$ cat src/sv/mtf_pkg.sv
// Shared types and constants for the move-to-front key set.
package mtf_pkg;

   localparam int CAPACITY  = 16;
   localparam int KEY_BITS  = 32;
   localparam int SLOT_BITS = $clog2(CAPACITY);
   localparam int CNT_BITS  = $clog2(CAPACITY + 1);
   localparam int QDEPTH    = 2;
   localparam int QPTR_BITS = $clog2(QDEPTH);
   localparam int QCNT_BITS = $clog2(QDEPTH + 1);

   localparam logic [1:0] OP_ADD    = 2'd0;
   localparam logic [1:0] OP_GET    = 2'd1;
   localparam logic [1:0] OP_LIST   = 2'd2;
   localparam logic [1:0] OP_UNUSED = 2'd3;

   localparam logic [1:0] ST_DONE = 2'd0;
   localparam logic [1:0] ST_DUP  = 2'd1;
   localparam logic [1:0] ST_FULL = 2'd2;
   localparam logic [1:0] ST_NONE = 2'd3;

   typedef struct packed {
      logic [1:0]          op;
      logic [KEY_BITS-1:0] key;
   } cmd_type;

endpackage

$ cat src/sv/mtf_front.sv
// Front end: accepts requests, drops unused op codes, queues commands.
module mtf_front (
   input  logic              clock,
   input  logic              reset,
   input  logic              req_valid,
   output logic              req_stall,
   input  logic [1:0]        req_op,
   input  logic [31:0]       req_key,
   output logic              cmd_valid,
   input  logic              cmd_take,
   output mtf_pkg::cmd_type  cmd
);

   mtf_pkg::cmd_type                q_ff [mtf_pkg::QDEPTH];
   logic [mtf_pkg::QPTR_BITS-1:0]   wp_ff, wp_in, rp_ff, rp_in;
   logic [mtf_pkg::QCNT_BITS-1:0]   n_ff, n_in;
   logic                            push, pop;

   assign req_stall = (n_ff == mtf_pkg::QCNT_BITS'(mtf_pkg::QDEPTH));
   assign push      = req_valid && !req_stall && (req_op != mtf_pkg::OP_UNUSED);
   assign cmd_valid = (n_ff != '0);
   assign pop       = cmd_valid && cmd_take;
   assign cmd       = q_ff[rp_ff];

   always_comb begin
      wp_in = wp_ff;
      rp_in = rp_ff;
      if (push)
         wp_in = (wp_ff == mtf_pkg::QPTR_BITS'(mtf_pkg::QDEPTH - 1)) ? '0 :
                 wp_ff + mtf_pkg::QPTR_BITS'(1);
      if (pop)
         rp_in = (rp_ff == mtf_pkg::QPTR_BITS'(mtf_pkg::QDEPTH - 1)) ? '0 :
                 rp_ff + mtf_pkg::QPTR_BITS'(1);
      n_in  = n_ff + mtf_pkg::QCNT_BITS'(push) - mtf_pkg::QCNT_BITS'(pop);
   end

   always_ff @(posedge clock) begin
      if (reset) begin
         wp_ff <= '0;
         rp_ff <= '0;
         n_ff  <= '0;
      end else begin
         wp_ff <= wp_in;
         rp_ff <= rp_in;
         n_ff  <= n_in;
      end
      if (push) begin
         q_ff[wp_ff].op  <= req_op;
         q_ff[wp_ff].key <= mtf_pkg::KEY_BITS'(req_key);
      end
   end

endmodule

$ cat src/sv/mtf_back.sv
// Back end: key compare, order update and list walk with output register.
module mtf_back (
   input  logic              clock,
   input  logic              reset,
   input  logic              cmd_valid,
   output logic              cmd_take,
   input  mtf_pkg::cmd_type  cmd,
   output logic              rsp_valid,
   input  logic              rsp_stall,
   output logic [1:0]        rsp_status,
   output logic [31:0]       rsp_value,
   output logic [4:0]        rsp_count,
   output logic              rsp_last
);

   localparam int SB = mtf_pkg::SLOT_BITS;
   localparam int CB = mtf_pkg::CNT_BITS;

   typedef enum logic [2:0] {
      S_IDLE = 3'b001,
      S_EXEC = 3'b010,
      S_LIST = 3'b100
   } state_type;

   state_type                    state_ff, state_in;
   logic [mtf_pkg::KEY_BITS-1:0] keys_ff  [mtf_pkg::CAPACITY];
   logic [SB-1:0]                order_ff [mtf_pkg::CAPACITY];
   logic [CB-1:0]                cnt_ff, cnt_in;
   mtf_pkg::cmd_type             cur_ff, cur_in;
   logic [CB-1:0]                pos_ff, pos_in;
   logic                         ov_ff, ov_in;
   logic [1:0]                   os_ff, os_in;
   logic [31:0]                  oval_ff, oval_in;
   logic [4:0]                   ocnt_ff, ocnt_in;
   logic                         olast_ff, olast_in;

   logic                         hit;
   logic [SB-1:0]                hslot;
   logic [mtf_pkg::CAPACITY-1:0] shift_en;
   logic                         out_free;
   logic                         add_we, mtf_we;

   assign out_free  = !ov_ff || !rsp_stall;
   assign cmd_take  = (state_ff == S_IDLE);
   assign rsp_valid = ov_ff;
   assign rsp_status = os_ff;
   assign rsp_value  = oval_ff;
   assign rsp_count  = ocnt_ff;
   assign rsp_last   = olast_ff;

   // parallel compare over occupied slots
   always_comb begin
      logic seen;
      hit   = 1'b0;
      hslot = '0;
      for (int i = 0; i < mtf_pkg::CAPACITY; i++) begin
         if (CB'(i) < cnt_ff && keys_ff[i] == cur_ff.key) begin
            hit   = 1'b1;
            hslot = SB'(i);
         end
      end
      // positions at or before the one holding the hit slot move back by one
      seen = 1'b0;
      for (int p = mtf_pkg::CAPACITY - 1; p >= 0; p--) begin
         seen        = seen | ((CB'(p) < cnt_ff) && (order_ff[p] == hslot));
         shift_en[p] = seen;
      end
   end

   always_comb begin
      state_in = state_ff;
      unique case (state_ff)
         S_IDLE: if (cmd_valid) state_in = S_IDLE == S_IDLE ? S_EXEC : S_EXEC;
         S_EXEC: if (out_free) state_in =
                    (cur_ff.op == mtf_pkg::OP_LIST && cnt_ff > CB'(1)) ? S_LIST : S_IDLE;
         S_LIST: if (out_free && pos_ff == cnt_ff - CB'(1)) state_in = S_IDLE;
         default: state_in = S_IDLE;
      endcase
   end

   always_comb begin
      cur_in   = cur_ff;
      pos_in   = pos_ff;
      cnt_in   = cnt_ff;
      ov_in    = ov_ff && rsp_stall;
      os_in    = os_ff;
      oval_in  = oval_ff;
      ocnt_in  = ocnt_ff;
      olast_in = olast_ff;
      add_we   = 1'b0;
      mtf_we   = 1'b0;
      unique case (state_ff)
         S_IDLE: if (cmd_valid) begin
            cur_in = cmd;
            pos_in = '0;
         end
         S_EXEC: if (out_free) begin
            ov_in    = 1'b1;
            ocnt_in  = 5'(cnt_ff);
            olast_in = 1'b1;
            unique case (cur_ff.op)
               mtf_pkg::OP_ADD: begin
                  oval_in = 32'(cur_ff.key);
                  if (hit) os_in = mtf_pkg::ST_DUP;
                  else if (cnt_ff == CB'(mtf_pkg::CAPACITY)) os_in = mtf_pkg::ST_FULL;
                  else begin
                     os_in   = mtf_pkg::ST_DONE;
                     add_we  = 1'b1;
                     cnt_in  = cnt_ff + CB'(1);
                     ocnt_in = 5'(cnt_ff + CB'(1));
                  end
               end
               mtf_pkg::OP_GET: begin
                  os_in   = hit ? mtf_pkg::ST_DONE : mtf_pkg::ST_NONE;
                  oval_in = hit ? 32'(keys_ff[hslot]) : 32'd0;
                  mtf_we  = hit;
               end
               default: begin
                  // list: first word here, rest from S_LIST
                  if (cnt_ff == '0) begin
                     os_in   = mtf_pkg::ST_NONE;
                     oval_in = 32'd0;
                  end else begin
                     os_in    = mtf_pkg::ST_DONE;
                     oval_in  = 32'(keys_ff[order_ff[0]]);
                     olast_in = (cnt_ff == CB'(1));
                     pos_in   = CB'(1);
                  end
               end
            endcase
         end
         S_LIST: if (out_free) begin
            ov_in    = 1'b1;
            os_in    = mtf_pkg::ST_DONE;
            oval_in  = 32'(keys_ff[order_ff[pos_ff[SB-1:0]]]);
            ocnt_in  = 5'(cnt_ff);
            olast_in = (pos_ff == cnt_ff - CB'(1));
            pos_in   = pos_ff + CB'(1);
         end
         default: ;
      endcase
   end

   always_ff @(posedge clock) begin
      if (reset) begin
         state_ff <= S_IDLE;
         cnt_ff   <= '0;
         ov_ff    <= 1'b0;
      end else begin
         state_ff <= state_in;
         cnt_ff   <= cnt_in;
         ov_ff    <= ov_in;
      end
      cur_ff   <= cur_in;
      pos_ff   <= pos_in;
      os_ff    <= os_in;
      oval_ff  <= oval_in;
      ocnt_ff  <= ocnt_in;
      olast_ff <= olast_in;
      if (add_we)
         keys_ff[cnt_ff[SB-1:0]] <= cur_ff.key;
      if (mtf_we) begin
         order_ff[0] <= hslot;
         for (int p = 1; p < mtf_pkg::CAPACITY; p++)
            if (shift_en[p])
               order_ff[p] <= order_ff[p-1];
      end else if (add_we) begin
         order_ff[cnt_ff[SB-1:0]] <= cnt_ff[SB-1:0];
      end
   end

endmodule

$ cat src/sv/move_to_front_key_set_unit.sv
// Top level of the move-to-front key set.
//  channel | dir | ports
//  req     | in  | req_valid, req_stall, req_op, req_key
//  rsp     | out | rsp_valid, rsp_stall, rsp_status, rsp_value, rsp_count, rsp_last
// In the back end an add or get loads the command in S_IDLE, then compares and updates in S_EXEC.
// A list gives one word per cycle from the order table unless results are stalled; an empty set gives one word.
// Synchronous reset empties the set; key and order tables are not cleared.
// A two-entry command queue lets requests arrive while results are stalled.
module move_to_front_key_set_unit (
   input  logic        clock,
   input  logic        reset,
   input  logic        req_valid,
   output logic        req_stall,
   input  logic [1:0]  req_op,
   input  logic [31:0] req_key,
   output logic        rsp_valid,
   input  logic        rsp_stall,
   output logic [1:0]  rsp_status,
   output logic [31:0] rsp_value,
   output logic [4:0]  rsp_count,
   output logic        rsp_last
);

   logic             cmd_valid, cmd_take;
   mtf_pkg::cmd_type cmd;

   mtf_front u_front (
      .clock, .reset, .req_valid, .req_stall, .req_op, .req_key,
      .cmd_valid, .cmd_take, .cmd
   );

   mtf_back u_back (
      .clock, .reset, .cmd_valid, .cmd_take, .cmd,
      .rsp_valid, .rsp_stall, .rsp_status, .rsp_value, .rsp_count, .rsp_last
   );

`ifndef SYNTHESIS
   a_count_range: assert property (@(posedge clock) disable iff (reset)
      rsp_valid |-> rsp_count <= 5'(mtf_pkg::CAPACITY))
      else $error("count above capacity");
   a_none_value: assert property (@(posedge clock) disable iff (reset)
      rsp_valid && rsp_status == mtf_pkg::ST_NONE |-> rsp_value == 32'd0 && rsp_last)
      else $error("not-found word malformed");
   a_hold: assert property (@(posedge clock) disable iff (reset)
      rsp_valid && rsp_stall |=> rsp_valid && $stable(rsp_value))
      else $error("stalled word changed");
`endif

endmodule
$ cat config.mk
export PLATFORM = sky130hd
export DESIGN_NAME = move_to_front_key_set_unit
export DESIGN_NICKNAME = d
export VERILOG_FILES = /design/src/sv/mtf_pkg.sv /design/src/sv/mtf_front.sv /design/src/sv/mtf_back.sv /design/src/sv/move_to_front_key_set_unit.sv
export SDC_FILE = /design/constraint.sdc
export NUM_CORES = 2
export LEC_CHECK = 0
export ABC_CLOCK_PERIOD_IN_PS = 14200
export BUFFER_PORTS_ARGS = -buffer_cell sky130_fd_sc_hd__buf_2
export CAP_MARGIN = 0
export CORE_ASPECT_RATIO = 0.8
export CORE_UTILIZATION = 50
export CTS_BUF_LIST = sky130_fd_sc_hd__clkbuf_16
export CTS_CLUSTER_SIZE = 10
export DETAILED_ROUTE_END_ITERATION = 10
export PLACE_DENSITY = 0.74
export SYNTH_ARGS = -nofsm -noshare
export SYNTH_HDL_FRONTEND = slang
export SYNTH_SLANG_ARGS = --single-unit
$ cat constraint.sdc
create_clock -name clock -period 14.2 [get_ports clock]
set_clock_uncertainty 0.1 [all_clocks]
set_input_delay 4.26 -clock clock [delete_from_list [all_inputs] [get_ports clock]]
set_output_delay 4.26 -clock clock [all_outputs]
set_load 0.05 [all_outputs]
==> impl_metrics.env <==
export IMPL_run_status="finished with violations"
export IMPL_violations="design-rule violations"
export IMPL_io_buffers=79
export IMPL_worst_skew_pair_late_latency_ns=0.70
export IMPL_worstSetupEndpointType="flip-flop"
export IMPL_p_per_area_nw_per_um2=176
export IMPL_syn2layout_area_growth_pct=9.21
export IMPL_reg2reg_setup_slack_ns=6.79
export IMPL_maximum_number_of_pins_on_one_net_before_global_route_repair=127
export IMPL_drt_iter0_drc=7288
export IMPL_fillers=7533
export IMPL_final_min_clock_period_ns=7.41
export IMPL_finalSetupViolCount=0
export IMPL_clk_path_buf_depth=3
export IMPL_antenna_found_initial=16
export IMPL_place_detailed_hpwl_um=166000
export IMPL_synth_edf_count=723
export IMPL_place_inst=4533
export IMPL_chipWidth_um=343
export IMPL_instances_no_fill=4675
export IMPL_yosysWarningCount=0
export IMPL_vias_per_cell=7.81
export IMPL_worstMarginPinSlew_ns=1.34
export IMPL_min_delay_worst_endpoint="u_back.state_ff[1]"
export IMPL_total_leakage_power_nw=16.7
export IMPL_cts_resized=0
export IMPL_synth_area_per_cell_um2=13.7
export IMPL_max_slew_margin_rel_pct=10.1
export IMPL_tritoncts="done"
export IMPL_cp_data_arrival_time_ns=7.68
export IMPL_drv_max_cap_violation_count=0
export IMPL_initial_utilization_pct=50.7
export IMPL_fp_coreArea_um2=91700
export IMPL_worst_path_max_fanout=33
export IMPL_routed_via_count=36494
export IMPL_timing_hold_ws_ns=0.409
export IMPL_number_of_global_route_vias_before_repair=33186
export IMPL_boundaryPins=80
export IMPL_grt_remaining_overflow=0
export IMPL_post_route_cell_area_um2=50700
export IMPL_holdCritPathClass="flip-flop to flip-flop"
export IMPL_worstPathRequired_ns=14.47
export IMPL_cts_hold_buf=0
export IMPL_routed_wire_length_per_instance_um=47.5
export IMPL_layout_commonest_cell="edfxtp_1"
export IMPL_worst_r2r_path_depth=13
export IMPL_totalNegativeSetupSlack_ns=0
export IMPL_maxSlewViolCount=0
export IMPL_clkSinkCount=740
export IMPL_drc=6
export IMPL_max_vdd_ir_drop_mv=0.199
export IMPL_fp_dieArea_um2=94100
export IMPL_rsz0062_at_grt="false"
export IMPL_ctsHtreeMaxLevel=3
export IMPL_synthesis_area_um2=46500
export IMPL_final_hold_viol_count=0
export IMPL_cts_buffers=88
export IMPL_floorplan_die_height_um=275
export IMPL_totalPowerFinal_mw=8.94
export IMPL_placed_cell_area_um2=48200
export IMPL_fraction_of_the_yosys_area_taken_by_sequential_cells_pct=47.5
export IMPL_final_nets=3457
export IMPL_layout_cells_most_common_list="723 x edfxtp_1, 367 x mux4_2, 351 x xnor2_1"
export IMPL_achievable_frequency_mhz=135
export IMPL_holdPathStages=2
export IMPL_clk_pin_slew_worst_paths_ns=0.05
export IMPL_crit_type="flip-flop to flip-flop"
export IMPL_postCtsSetupRepairBufs=0
export IMPL_postLayoutCoreUtil_pct=55.3
export IMPL_dp_slack_ns=6.32
export IMPL_netlist_cell_type_count=90
export IMPL_grt_usage_pct=47.1
export IMPL_start_kind="flip-flop"
export IMPL_regToRegEndpoint="u_back.order_ff[1][1]"
export IMPL_timing_hold_worst_start="u_back.state_ff[1]"
export IMPL_placement_rows=99
export IMPL_drive_above_1_share_pct=23.2
export IMPL_postRouteAntennaNets=0
export IMPL_first_pass_iters=11
export IMPL_yosys_register_bits=740
export IMPL_cts_root_buffer="clkbuf_16"
export IMPL_min_period_over_period_pct=52.2
export IMPL_synthArstFlopShare_pct=0
export IMPL_synth_fp_nets=3436
export IMPL_wirelength_um=222000
export IMPL_worst_r2r_startpoint="u_back.cur_ff[29]"
export IMPL_synthCells=3390
export IMPL_grt_pass1_wl_um=296000
export IMPL_gp_congestion=1.07
export IMPL_finalWorstSetupSlack_ns=6.79
export IMPL_ys_dominant_reg_cell="edfxtp_1"
worst max path at each step:
stage	startpoint	to	slack, ns	cells past startpoint
floorplan	rsp_stall	u_back.order_ff[3][1]	5.56	8
global placement	rsp_stall	u_back.order_ff[6][0]	6.42	10
detailed placement	rsp_stall	u_back.order_ff[6][1]	6.32	10
CTS	rsp_stall	u_back.order_ff[6][1]	7.02	10
global route	rsp_stall	u_back.order_ff[6][1]	6.67	10
finish	u_back.cur_ff[29]	u_back.order_ff[1][1]	6.79	13
power by group:
part | switching, mW | total [mW] | internal (mW)
clock | 0.963 | 2.12 | 1.16
sequential | 0.0813 | 2.78 | 2.69
combinational | 2.76 | 4.04 | 1.28
synth_stat cells, types with 9 or more instances:
cell type / count / area share (%)
mux2i_1: 163 / 3.5
nor4b_1: 12 / 0.23
o22ai_1: 68 / 0.92
a221oi_1: 32 / 0.60
inv_1: 21 / 0.17
edfxtp_1: 723 / 47
and3_1: 14 / 0.19
nand2_1: 112 / 0.90
nand4_1: 146 / 2.0
or2_2: 15 / 0.20
nand2b_1: 12 / 0.16
a31oi_1: 14 / 0.19
buf_6: 9 / 0.22
nor4_1: 99 / 1.3
buf_2: 67 / 0.72
xnor2_1: 351 / 6.6
a211oi_1: 46 / 0.74
and2_1: 19 / 0.26
mux2_2: 62 / 1.5
nor2b_1: 53 / 0.71
a22o_1: 31 / 0.58
o31ai_1: 33 / 0.53
buf_1: 37 / 0.30
or4_1: 17 / 0.27
nand3_1: 50 / 0.54
nor2_1: 105 / 0.85
nand4b_1: 13 / 0.25
and4_1: 14 / 0.26
buf_4: 21 / 0.34
o211ai_1: 12 / 0.19
a21oi_1: 87 / 0.94
clkbuf_1: 117 / 0.95
or3_1: 19 / 0.26
xor2_1: 200 / 3.8
dfxtp_1: 17 / 0.73
o21ai_0: 42 / 0.45
mux4_2: 370 / 18
nor3_1: 55 / 0.59
sequential cells by signal, summed over array words and instances (netlist names), 2 cells and up, named ones only:
name and count:
u_back.keys_ff 512, u_front.q_ff 68, u_back.order_ff 64, u_back.cur_ff 34, u_back.rsp_value 32, u_back.cnt_ff 5
u_back.pos_ff 5, u_back.rsp_count 5, u_back.state_ff 3, u_back.rsp_status 2, u_front.n_ff 2
critical path: stages, from the launching register on:
cell and delay (ns):
edfxtp_1 0.37, buf_4 0.27, xnor2_1 0.85, nand4_1 0.31
nor4_1 1.00, nand3_1 0.79, o211a_1 0.45, o21ai_0 0.44
a211oi_1 0.16, a2bb2oi_1 0.21, a222oi_1 0.75, nand4b_2 0.43
nor4_1 0.62, o211ai_1 0.30
area by class of cell:
| cell class | instances | area [um^2] | share of cell area [%] |
|---|---|---|---|
| multi-input cells | 2369 | 23200 | 45.8 |
| inverters | 22 | 82.6 | 0.163 |
| repair buffers | 190 | 1270 | 2.50 |
| clock buffers | 90 | 2250 | 4.44 |
| clock inverters | 47 | 312 | 0.614 |
| diodes | 5 | 12.5 | 0.0247 |
| well taps | 1212 | 1520 | 2.99 |
| flip-flops and latches | 740 | 22100 | 43.5 |
routing by layer:
| metal | share of wire, % | vias to the layer above | global-route usage, % |
|---|---|---|---|
| met5 | 0.057 | - | 0 |
| met4 | 6.3 | 20 | 23.4 |
| met3 | 19 | 606 | 26.5 |
| met2 | 38 | 3819 | 60.0 |
| met1 | 36 | 18348 | 63.3 |
| li1 | - | 13701 | - |
cell families (layout without fill, tap and decap cells):
family	Yosys count	in the layout	share of synthesized area, %
buffers and inverters	281	349	2.94
other	0	5	0
AND/OR/NAND/NOR	797	797	9.79
adder cells (fa/ha/maj)	8	8	0.215
multiplexers	596	596	23.0
AO/OA/AOI/OAI	417	417	6.21
XOR/XNOR	551	551	10.4
flip-flops	740	740	47.5
(Power assumes the default switching activity.)
